File: config.mk
export PLATFORM = sky130hd
export DESIGN_NAME = sync_length_frame_receiver_top
export DESIGN_NICKNAME = d
export VERILOG_FILES = /design/src/sv/slfr_pkg.sv /design/src/sv/slfr_cfg_regs.sv /design/src/sv/slfr_parser.sv /design/src/sv/slfr_out_skid.sv /design/src/sv/sync_length_frame_receiver_top.sv
export VERILOG_INCLUDE_DIRS = /design/src /design/src/sv
export SDC_FILE = /design/constraint.sdc
export NUM_CORES = 1
export LEC_CHECK = 0
export BUFFER_PORTS_ARGS = -buffer_cell sky130_fd_sc_hd__buf_2
export CAP_MARGIN = 40
export CELL_PAD_IN_SITES_DETAIL_PLACEMENT = 1
export CELL_PAD_IN_SITES_GLOBAL_PLACEMENT = 1
export CORE_UTILIZATION = 34
export CTS_CLUSTER_DIAMETER = 60
export DETAILED_ROUTE_END_ITERATION = 10
export PLACE_DENSITY_LB_ADDON = 0.1
export SETUP_SLACK_MARGIN = 0.3
export SYNTH_ARGS = -nofsm -noshare
export SYNTH_HDL_FRONTEND = slang
export SYNTH_HIERARCHICAL = 1
export SYNTH_SLANG_ARGS = --single-unit
File: constraint.sdc
create_clock -name clk -period 11.1 [get_ports clk]
set_input_delay 0.555 -clock clk [delete_from_list [all_inputs] [get_ports clk]]
set_output_delay 0.555 -clock clk [all_outputs]
set_load 0.02 [all_outputs]
File: src/sv/sync_length_frame_receiver_top_macros.svh
// assertion macros for the sync/length frame receiver
// included by the top level; no other dependencies
`ifndef SYNC_LENGTH_FRAME_RECEIVER_TOP_MACROS_SVH
`define SYNC_LENGTH_FRAME_RECEIVER_TOP_MACROS_SVH
`ifndef NO_ASSERTIONS
// same-cycle implication, checked on clk, quiet during reset
`define SLFR_ASSERT_IMPL(lbl, ante, cons) \
	lbl: assert property (@(posedge clk) disable iff (!arst_n) (ante) |-> (cons)) \
		else $error("slfr assertion failed");
// next-cycle implication, checked on clk, quiet during reset
`define SLFR_ASSERT_NEXT(lbl, ante, cons) \
	lbl: assert property (@(posedge clk) disable iff (!arst_n) (ante) |=> (cons)) \
		else $error("slfr assertion failed");
`else
`define SLFR_ASSERT_IMPL(lbl, ante, cons)
`define SLFR_ASSERT_NEXT(lbl, ante, cons)
`endif
`endif

File: src/sv/slfr_pkg.sv
// shared types and constants of the sync/length frame receiver
// used by all modules of the block; no dependencies
package slfr_pkg;

	localparam logic [7:0] SYNC_BYTE = 8'h55;

	// parser phases
	localparam int PHASE_W = 3;
	localparam logic [PHASE_W-1:0] PH_SYNC = 3'd0;
	localparam logic [PHASE_W-1:0] PH_CMD  = 3'd1;
	localparam logic [PHASE_W-1:0] PH_ID   = 3'd2;
	localparam logic [PHASE_W-1:0] PH_LEN  = 3'd3;
	localparam logic [PHASE_W-1:0] PH_DATA = 3'd4;
	localparam logic [PHASE_W-1:0] PH_CHK1 = 3'd5;
	localparam logic [PHASE_W-1:0] PH_CHK2 = 3'd6;

	// result kinds
	localparam logic [1:0] KIND_PAYLOAD  = 2'd0;
	localparam logic [1:0] KIND_ACCEPTED = 2'd1;
	localparam logic [1:0] KIND_REJECTED = 2'd2;
	localparam logic [1:0] KIND_TIMEOUT  = 2'd3;

	// register indexes
	localparam int CFG_IDX_W  = 2;
	localparam int CFG_DATA_W = 16;
	localparam logic [CFG_IDX_W-1:0] REG_OWN_ID     = 2'd0;
	localparam logic [CFG_IDX_W-1:0] REG_BCAST_ADDR = 2'd1;
	localparam logic [CFG_IDX_W-1:0] REG_ACCEPT_ANY = 2'd2;
	localparam logic [CFG_IDX_W-1:0] REG_TIMEOUT    = 2'd3;

	localparam int IN_TDATA_W  = 8;
	localparam int IN_TUSER_W  = 1;
	localparam int OUT_TDATA_W = 56;
	localparam int OUT_TUSER_W = 2;

	typedef struct packed {
		logic [7:0]  own_id;
		logic [7:0]  broadcast_address;
		logic        accept_any_id;
		logic [15:0] timeout_ticks;
	} cfg_t;

	typedef struct packed {
		logic [1:0]  kind;
		logic [7:0]  payload_byte;
		logic [7:0]  payload_index;
		logic [7:0]  frame_command;
		logic [7:0]  frame_id;
		logic [7:0]  frame_length;
		logic [15:0] received_check;
		logic        last;
	} res_t;

endpackage

File: src/sv/slfr_cfg_regs.sv
// configuration registers of the frame receiver
// depends on slfr_pkg
module slfr_cfg_regs (
	input  logic                           clk,
	input  logic                           arst_n,
	input  logic                           cfg_we,
	input  logic [slfr_pkg::CFG_IDX_W-1:0]  cfg_index,
	input  logic [slfr_pkg::CFG_DATA_W-1:0] cfg_wdata,
	output slfr_pkg::cfg_t                 cfg
);
	import slfr_pkg::*;

	cfg_t cfg_q;

	// register writes, one index per cycle
	always_ff @(posedge clk or negedge arst_n) begin
		if (!arst_n) begin
			cfg_q.own_id            <= 8'd0;
			cfg_q.broadcast_address <= 8'd255;
			cfg_q.accept_any_id     <= 1'b0;
			cfg_q.timeout_ticks     <= 16'd100;
		end else if (cfg_we) begin
			case (cfg_index)
				REG_OWN_ID:     cfg_q.own_id            <= cfg_wdata[7:0];
				REG_BCAST_ADDR: cfg_q.broadcast_address <= cfg_wdata[7:0];
				REG_ACCEPT_ANY: cfg_q.accept_any_id     <= cfg_wdata[0];
				REG_TIMEOUT:    cfg_q.timeout_ticks     <= cfg_wdata;
				default: begin
				end
			endcase
		end
	end

	assign cfg = cfg_q;

endmodule

File: src/sv/slfr_parser.sv
// frame parser: phase register, held header, tick aging and result forming
// depends on slfr_pkg
module slfr_parser (
	input  logic           clk,
	input  logic           arst_n,
	input  logic           item_valid,
	input  logic           cmd,
	input  logic [7:0]     rx_byte,
	input  slfr_pkg::cfg_t cfg,
	output logic           res_valid,
	output slfr_pkg::res_t res
);
	import slfr_pkg::*;

	logic [PHASE_W-1:0] phase_q, phase_d;
	logic [7:0]  command_q, command_d;
	logic [7:0]  id_q, id_d;
	logic [7:0]  length_q, length_d;
	logic [7:0]  count_q, count_d;
	logic [15:0] check_q, check_d;
	logic [15:0] ticks_q, ticks_d;
	logic [7:0]  count_inc;
	logic [15:0] ticks_inc;
	logic [15:0] check_full;
	logic        id_ok;

	assign count_inc  = count_q + 8'd1;
	assign ticks_inc  = (ticks_q == 16'hFFFF) ? ticks_q : ticks_q + 16'd1;
	assign check_full = {check_q[15:8], rx_byte};
	assign id_ok      = (id_q == cfg.own_id) || (id_q == cfg.broadcast_address)
		|| cfg.accept_any_id;

	// next state and result for one item
	always_comb begin
		phase_d   = phase_q;
		command_d = command_q;
		id_d      = id_q;
		length_d  = length_q;
		count_d   = count_q;
		check_d   = check_q;
		ticks_d   = ticks_q;
		res_valid = 1'b0;
		res.kind           = KIND_PAYLOAD;
		res.payload_byte   = 8'd0;
		res.payload_index  = 8'd0;
		res.frame_command  = command_q;
		res.frame_id       = id_q;
		res.frame_length   = length_q;
		res.received_check = 16'd0;
		res.last           = 1'b0;
		if (cmd) begin
			// tick: age an open frame
			if (phase_q != PH_SYNC) begin
				ticks_d = ticks_inc;
				if (ticks_inc > cfg.timeout_ticks) begin
					res_valid          = 1'b1;
					res.kind           = KIND_TIMEOUT;
					res.received_check = check_q;
					phase_d            = PH_SYNC;
				end
			end
		end else begin
			case (phase_q)
				PH_SYNC: begin
					if (rx_byte == SYNC_BYTE) begin
						command_d = 8'd0;
						id_d      = 8'd0;
						length_d  = 8'd0;
						count_d   = 8'd0;
						check_d   = 16'd0;
						ticks_d   = 16'd0;
						phase_d   = PH_CMD;
					end
				end
				PH_CMD: begin
					command_d = rx_byte;
					phase_d   = PH_ID;
				end
				PH_ID: begin
					id_d    = rx_byte;
					phase_d = PH_LEN;
				end
				PH_LEN: begin
					length_d = rx_byte;
					count_d  = 8'd0;
					phase_d  = (rx_byte == 8'd0) ? PH_CHK1 : PH_DATA;
				end
				PH_DATA: begin
					count_d           = count_inc;
					res_valid         = 1'b1;
					res.payload_byte  = rx_byte;
					res.payload_index = count_q;
					res.last          = (count_inc == length_q);
					if (count_inc == length_q) begin
						phase_d = PH_CHK1;
					end
				end
				PH_CHK1: begin
					check_d = {rx_byte, 8'd0};
					phase_d = PH_CHK2;
				end
				PH_CHK2: begin
					check_d            = check_full;
					res_valid          = 1'b1;
					res.kind           = id_ok ? KIND_ACCEPTED : KIND_REJECTED;
					res.received_check = check_full;
					phase_d            = PH_SYNC;
				end
				default: begin
					phase_d = PH_SYNC;
				end
			endcase
		end
		if (!item_valid) begin
			res_valid = 1'b0;
		end
	end

	// parser state, updated on each accepted item
	always_ff @(posedge clk or negedge arst_n) begin
		if (!arst_n) begin
			phase_q   <= PH_SYNC;
			command_q <= 8'd0;
			id_q      <= 8'd0;
			length_q  <= 8'd0;
			count_q   <= 8'd0;
			check_q   <= 16'd0;
			ticks_q   <= 16'd0;
		end else if (item_valid) begin
			phase_q   <= phase_d;
			command_q <= command_d;
			id_q      <= id_d;
			length_q  <= length_d;
			count_q   <= count_d;
			check_q   <= check_d;
			ticks_q   <= ticks_d;
		end
	end

endmodule

File: src/sv/slfr_out_skid.sv
// result register with a skid slot behind it
// depends on slfr_pkg
module slfr_out_skid (
	input  logic           clk,
	input  logic           arst_n,
	input  logic           in_valid,
	input  slfr_pkg::res_t in_res,
	output logic           in_ready,
	output logic           out_valid,
	output slfr_pkg::res_t out_res,
	input  logic           out_ready
);
	import slfr_pkg::*;

	logic main_valid_q;
	logic skid_valid_q;
	res_t main_q;
	res_t skid_q;
	logic main_free;

	assign main_free = !main_valid_q || out_ready;

	// slot occupancy
	always_ff @(posedge clk or negedge arst_n) begin
		if (!arst_n) begin
			main_valid_q <= 1'b0;
			skid_valid_q <= 1'b0;
		end else if (main_free) begin
			main_valid_q <= skid_valid_q || in_valid;
			skid_valid_q <= skid_valid_q && in_valid;
		end else if (in_valid) begin
			skid_valid_q <= 1'b1;
		end
	end

	// result payload
	always_ff @(posedge clk) begin
		if (main_free) begin
			if (skid_valid_q) begin
				main_q <= skid_q;
				skid_q <= in_res;
			end else begin
				main_q <= in_res;
			end
		end else if (in_valid) begin
			skid_q <= in_res;
		end
	end

	assign in_ready  = !skid_valid_q;
	assign out_valid = main_valid_q;
	assign out_res   = main_q;

endmodule

File: src/sv/sync_length_frame_receiver_top.sv
// top level of the sync/length frame receiver
// depends on slfr_pkg, slfr_cfg_regs, slfr_parser, slfr_out_skid and the macro header
//
// channel   direction  handshake          contents
// s_*       in         s_tvalid/s_tready  received byte or time tick
// m_*       out        m_tvalid/m_tready  payload byte, frame result or timeout
// cfg_*     in         cfg_we             register index and write data
//
// one item accepted per cycle while s_tready is high; its result is registered in the output register or the skid slot
// the parser forms each result combinationally from the item and its phase register
// s_tready drops only while both the output register and the skid slot hold results
// reset clears the phase, the held frame and both output slots and loads register defaults
`include "sync_length_frame_receiver_top_macros.svh"
module sync_length_frame_receiver_top (
	input  logic                             clk,
	input  logic                             arst_n,
	input  logic                             s_tvalid,
	output logic                             s_tready,
	// rx_byte[7:0]
	input  logic [slfr_pkg::IN_TDATA_W-1:0]  s_tdata,
	// cmd[0]
	input  logic [slfr_pkg::IN_TUSER_W-1:0]  s_tuser,
	output logic                             m_tvalid,
	input  logic                             m_tready,
	// payload_byte[7:0], payload_index[15:8], frame_command[23:16],
	// frame_id[31:24], frame_length[39:32], received_check[55:40]
	output logic [slfr_pkg::OUT_TDATA_W-1:0] m_tdata,
	// kind[1:0]
	output logic [slfr_pkg::OUT_TUSER_W-1:0] m_tuser,
	output logic                             m_tlast,
	input  logic                             cfg_we,
	input  logic [slfr_pkg::CFG_IDX_W-1:0]   cfg_index,
	input  logic [slfr_pkg::CFG_DATA_W-1:0]  cfg_wdata
);
	import slfr_pkg::*;

	cfg_t cfg;
	res_t res;
	res_t out_res;
	logic res_valid;
	logic item_valid;

	assign item_valid = s_tvalid && s_tready;

	// configuration registers
	slfr_cfg_regs u_cfg (
		.clk       (clk),
		.arst_n    (arst_n),
		.cfg_we    (cfg_we),
		.cfg_index (cfg_index),
		.cfg_wdata (cfg_wdata),
		.cfg       (cfg)
	);

	// frame parser
	slfr_parser u_parser (
		.clk        (clk),
		.arst_n     (arst_n),
		.item_valid (item_valid),
		.cmd        (s_tuser[0]),
		.rx_byte    (s_tdata[7:0]),
		.cfg        (cfg),
		.res_valid  (res_valid),
		.res        (res)
	);

	// output register and skid slot
	slfr_out_skid u_out (
		.clk       (clk),
		.arst_n    (arst_n),
		.in_valid  (res_valid),
		.in_res    (res),
		.in_ready  (s_tready),
		.out_valid (m_tvalid),
		.out_res   (out_res),
		.out_ready (m_tready)
	);

	// output packing
	assign m_tdata = {out_res.received_check, out_res.frame_length, out_res.frame_id,
		out_res.frame_command, out_res.payload_index, out_res.payload_byte};
	assign m_tuser = out_res.kind;
	assign m_tlast = out_res.last;

	// a full skid slot means the output register is full too
	`SLFR_ASSERT_IMPL(a_skid_implies_main, !s_tready, m_tvalid)
	// with both slots full and no take, the input side stays stalled
	`SLFR_ASSERT_NEXT(a_stall_holds, !s_tready && !m_tready, !s_tready && m_tvalid)
	// payload items carry no check word
	`SLFR_ASSERT_IMPL(a_payload_no_check, m_tvalid && m_tuser == KIND_PAYLOAD,
		m_tdata[55:40] == 16'd0)
	// only payload items can close a frame's data
	`SLFR_ASSERT_IMPL(a_last_only_payload, m_tvalid && m_tlast, m_tuser == KIND_PAYLOAD)

endmodule
==> results of run 1 <==
registers in the layout (all words and copies together), names as in the netlist, 16 cells and up:
register          count
u_cfg/cfg            33
u_out/out_res        59
u_out/skid_q         59
u_parser/check_q     16
u_parser/ticks_q     16
final timing paths:
kind                       slack, ns  depth (start not counted)                              end                            start
setup / recovery                5.91                         16       u_out/skid_q[36]$_DFFE_PP_  u_parser/ticks_q[0]$_DFFE_PN0P_
hold / removal                  0.06                          1        u_cfg/cfg[11]$_DFFE_PN0P_                           arst_n
setup reg to reg                5.91                         16       u_out/skid_q[36]$_DFFE_PP_  u_parser/ticks_q[0]$_DFFE_PN0P_
hold reg to reg                 0.47                          2  u_parser/check_q[7]$_DFFE_PN0P_  u_parser/check_q[7]$_DFFE_PN0P_
max in group asynchronous       9.88                          2     u_parser/id_q[2]$_DFFE_PN0P_                           arst_n
min in group clk                0.26                          2        u_cfg/cfg[13]$_DFFE_PN0P_                    cfg_wdata[13]
cells by family (layout without fill, tap and decap cells):
| logic type | count (synthesis) | after routing | share of synthesized area |
|---|---|---|---|
| fa+ha+maj | 19 | 19 | 0.0230 |
| xor+xnor | 32 | 32 | 0.0272 |
| compound gates | 117 | 117 | 0.0775 |
| buf+inv | 65 | 182 | 0.0357 |
| simple gates | 239 | 239 | 0.119 |
| flops | 220 | 220 | 0.593 |
| mux | 95 | 95 | 0.125 |
through the flow:
stage          total power, mW  setup slack, ns   util  std cells
3_5_place_dp              1.94             5.83  0.374       1245
2_1_floorplan             1.71             6.64      -        787
6_report                  2.75             5.91  0.402       1294
4_1_cts                   2.80             5.79  0.402       1294
3_3_place_gp              1.91             6.03  0.372       1243
5_1_grt                   2.91             5.49  0.402       1294
power by group:
| group | total (mW) | internal [mW] | switching (mW) |
|---|---|---|---|
| registers | 1.24 | 1.09 | 0.156 |
| logic | 0.671 | 0.295 | 0.376 |
| clock network | 0.841 | 0.507 | 0.334 |
routing by layer:
metal | GRT usage | part of all wire | routed length (um) | vias to the layer above
met5 | 0 | 0.00032 | 8 | -
met4 | 0.0449 | 0.024 | 581 | 2
met3 | 0.0250 | 0.037 | 905 | 40
met2 | 0.285 | 0.51 | 12500 | 117
met1 | 0.205 | 0.43 | 10700 | 3333
li1 | - | - | - | 3056
cell type report:
cell class                      count  area [um^2]
Inverter                           32          120
Clock inverter                     10          103
Timing Repair Buffer              101          554
Multi-Input combinational cell    502         3830
Fill cell                        3155        17800
Sequential cell                   220         6110
Clock buffer                       39          741
Tap cell                          390          488
cell usage in the layout (no fill, tap or decap), types with 4 or more instances in the layout:
master	count
nor2_1	31
nand2_1	82
clkbuf_1	10
o31ai_1	5
nor2b_1	11
xor2_1	13
or3_1	4
clkinv_2	6
buf_4	8
mux2_4	57
xnor2_1	19
clkbuf_16	27
dfstp_2	11
nor4_1	4
nand3_1	33
nand2b_1	6
inv_1	30
edfxtp_1	118
nand3b_1	4
nor3_1	12
mux2_2	37
a22o_1	35
nand4_1	9
and3_1	6
a21oi_1	17
buf_2	91
o21ai_0	36
dfrtp_1	90
and2_1	19
ha_1	18
==> out/qor.csv, run 1 <==
metric,value,unit
ant_nets,0,
clock_latency,0.52,ns
skew,0.00983,ns
grt_pass1_vias,7014,
async_flop_share,0.464,
syn_inst,787,
synth_edf_count,118,
powerDensity,231,nW/um^2
whs,0.0563,ns
antenna_found_initial,1,
seq_area_frac_synth,0.593,
timing.final.crit_share,0.468,
cts_tree,done,
fin_tns_setup,0,ns
io_pins,93,
slowest_stage,buf_4,
path_class,register to register,
place_congestion,0.795,
finalHoldViolCount,0,
cts_made_buffers,27,
initial_utilization,0.347,
yosysWarnings,6,
cts_setup_buffers,0,
via_per_inst,5.06,
drc,0,
crit_chain,"ha_1, and3_1, nand4_1, or2_2, nor2_1, nand3b_1, o21a_1, ha_1, nand4_1, nor3_1, nand3_1, o2111a_1, o32a_1, nor2_1, mux2_2, buf_4",
synthTopCellsByArea,"edfxtp_1, dfrtp_1, mux2_4",
grt-ovfl-total,0,
slew_headroom,0.381,
cts_resized,0,
synth_common_cells,"edfxtp_1, dfrtp_1, nand2_1",
postSynthNetCount,837,
yosysTopAreaCell,edfxtp_1,
rows,63,
grt_pass1_wl,39.5,mm
ys_seq_elements,220,
tightest_slew,0.923,ns
fp.coreArea,29700,um^2
avgSynthCellArea,13.1,um^2
dr.pass1.iters,4,
vias,6548,
critical_path_required,11.25,ns
start_kind,register,
min_period,5.19,ns
ir_drop,0.0987,mV
fin_area,11900,um^2
fmax,0.193,GHz
timing.critical_path.buf_inv,1,
die_h,176,um
first_iter_violations,306,
synth.most_common_cell,edfxtp_1,
fp.dieArea,31000,um^2
grt_usage,0.162,
crit_path_end_kind,register,
cts_hold_buf,0,
max_cap_violations,0,
port_buffers,92,
cts.sinks,220,
slew_viol_final,0,
hpwl,16.7,mm
p_leak,5.07,nW
die-width,176,um
clock-root-buffer,clkbuf_16,
critPathTopFamily,simple AND/OR/NAND/NOR gates,
htreeDepth,1,
max_stage_delay,0.62,ns
clk_pin_slew,0.06,ns
syn_area,10300,um^2
crit_fanout,43,
grt_max_degree,55,
layout-drive-gt1-share,0.289,
nNetsFinal,934,
ys_types,62,
synthToLayoutAreaGrowth,16.0,%
n_antenna_cell,0,
wirelength,24.6,mm
hp-class,primary input to async pin,
post_dp_cell_area,11100,um^2
synth_top_area_share,0.344,
clk_path_buf_depth,3,
setup_viol,0,
crit_arrival,5.35,ns
status,"complete, no violations",
rsz0062_at_grt,false,
ys_dominant_reg_cell,edfxtp_1,
detail_route.wl_per_cell,19.0,um
No activity file was read; power rests on OpenSTA's default activity.
==> run 2, diff against run 1 <==
==> constraint.sdc (replaced) <==
create_clock -name clk -period 5.3 [get_ports clk]
set_input_delay 0.265 -clock clk [delete_from_list [all_inputs] [get_ports clk]]
set_output_delay 0.265 -clock clk [all_outputs]
set_load 0.02 [all_outputs]
==> out/qor.csv, run 2 (synthesis results as in run 1) <==
metric,value,unit
grt-ovfl-total,0,
dr.pass1.iters,4,
setup_viol,0,
cts_setup_buffers,0,
finalHoldViolCount,0,
status,"complete, no violations",
port_buffers,92,
hp-class,primary input to register,
ir_drop,0.224,mV
initial_utilization,0.347,
cts.sinks,220,
htreeDepth,1,
cts_made_buffers,26,
cts_tree,done,
tightest_slew,0.911,ns
crit_fanout,43,
final_cell_count_no_fill,1305,
clk_pin_slew,0.06,ns
max_stage_delay,0.55,ns
crit_arrival,4.80,ns
io_pins,93,
clock-root-buffer,clkbuf_16,
grt_pass1_vias,7071,
via_per_inst,5.00,
grt_pass1_wl,39.0,mm
hpwl,16.5,mm
grt_use_met1,0.201,
use_met3,0.0248,
crit_chain,"ha_1, and3_1, nand4_1, or3_1, and3_1, xor2_1, ha_1, nand2_1, nor3_1, nand3_1, o2111a_1, o32a_1, nor2_1, mux2_2, buf_12",
critical_path_required,5.50,ns
drc,0,
detail_route.wl_per_cell,18.6,um
grt.met2_usage,0.287,
fin_tns_setup,0,ns
fmax,0.218,GHz
path_class,register to register,
p_leak,5.16,nW
grt_max_degree,63,
slowest_stage,or3_1,
min_period,4.59,ns
clk_path_buf_depth,3,
fp.coreArea,29700,um^2
slew_viol_final,0,
place_congestion,0.785,
die-width,176,um
synthToLayoutAreaGrowth,18.1,%
n_antenna_cell,0,
crit_path_end_kind,register,
ant_nets,0,
critPathTopFamily,simple AND/OR/NAND/NOR gates,
final_common_cell,edfxtp_1,
clock_latency,0.53,ns
fp.dieArea,31000,um^2
antenna_found_initial,1,
rows,63,
skew,0.00930,ns
layout-drive-gt1-share,0.295,
start_kind,register,
die_h,176,um
first_iter_violations,226,
rsz0062_at_grt,false,
grt-busiest-layer,met2,
nNetsFinal,945,
slew_headroom,0.389,
timing.critical_path.buf_inv,1,
layout_common_cells,"edfxtp_1, buf_2, dfrtp_1",
powerDensity,487,nW/um^2
wirelength,24.2,mm
dp_cells,1246,
max_cap_violations,0,
grt_usage,0.159,
timing.final.crit_share,0.867,
vias,6522,
run 2: cell count changes in the layout (fill, tap and decap cells not counted), moves of 2 or more:
cell	previous run	this run
dlygate4sd3_1	0	11
clkbuf_1	10	3
bufinv_16	2	5
clkinvlp_4	0	2
run 2: layer usage:
layer / part of all wire / up-vias
met5: 0.00045 / -
met4: 0.013 / 2
met3: 0.041 / 29
met2: 0.52 / 106
met1: 0.43 / 3310
li1: - / 3075
run 2: layout make-up:
type	count	area (um^2)
Multi-Input combinational cell	502	3830
Timing Repair Buffer	113	684
Inverter	32	120
Clock buffer	32	703
Clock inverter	16	224
Tap cell	390	488
Sequential cell	220	6110
Fill cell	3121	17500
run 2: path summary, 6_finish.rpt:
kind,startpoint,endpoint,slack (ns),cells past startpoint
worst min register to register,u_parser/check_q[7]$_DFFE_PN0P_,u_parser/check_q[7]$_DFFE_PN0P_,0.48,2
max in group asynchronous,arst_n,u_out/skid_valid_q$_DFFE_PN0P_,3.79,3
min in group asynchronous,arst_n,u_parser/check_q[5]$_DFFE_PN0P_,0.37,2
worst max-delay path,u_parser/ticks_q[0]$_DFFE_PN0P_,u_out/skid_q[22]$_DFFE_PP_,0.71,15
worst max register to register,u_parser/ticks_q[0]$_DFFE_PN0P_,u_out/skid_q[22]$_DFFE_PP_,0.71,15
worst min-delay path,cfg_wdata[7],u_cfg/cfg[24]$_DFFE_PN1P_,0.02,2
run 2: what timing repair did:
action                     CTS  global route
hold buffers                11             0
resized for setup            0             6
setup endpoints to repair    0            51
hold endpoints to repair    63             0
run 2: where the power goes:
part / internal [mW] / switching [mW]
logic: 0.625 / 0.788
clock network: 1.19 / 0.718
registers: 2.28 / 0.327
run 2: per-stage QoR:
stage	worst slack [ns]	power, mW	util	hold WS, ns	area (um^2)
2_1_floorplan	0.839	3.58	-	-0.0306	10300
3_3_place_gp	0.658	4.00	0.373	0.398	11100
3_5_place_dp	0.414	4.06	0.374	0.417	11100
4_1_cts	0.391	6.01	0.409	0.00181	12100
5_1_grt	0.367	6.24	0.409	0.0148	12200
6_report	0.706	5.92	0.409	0.0201	12200
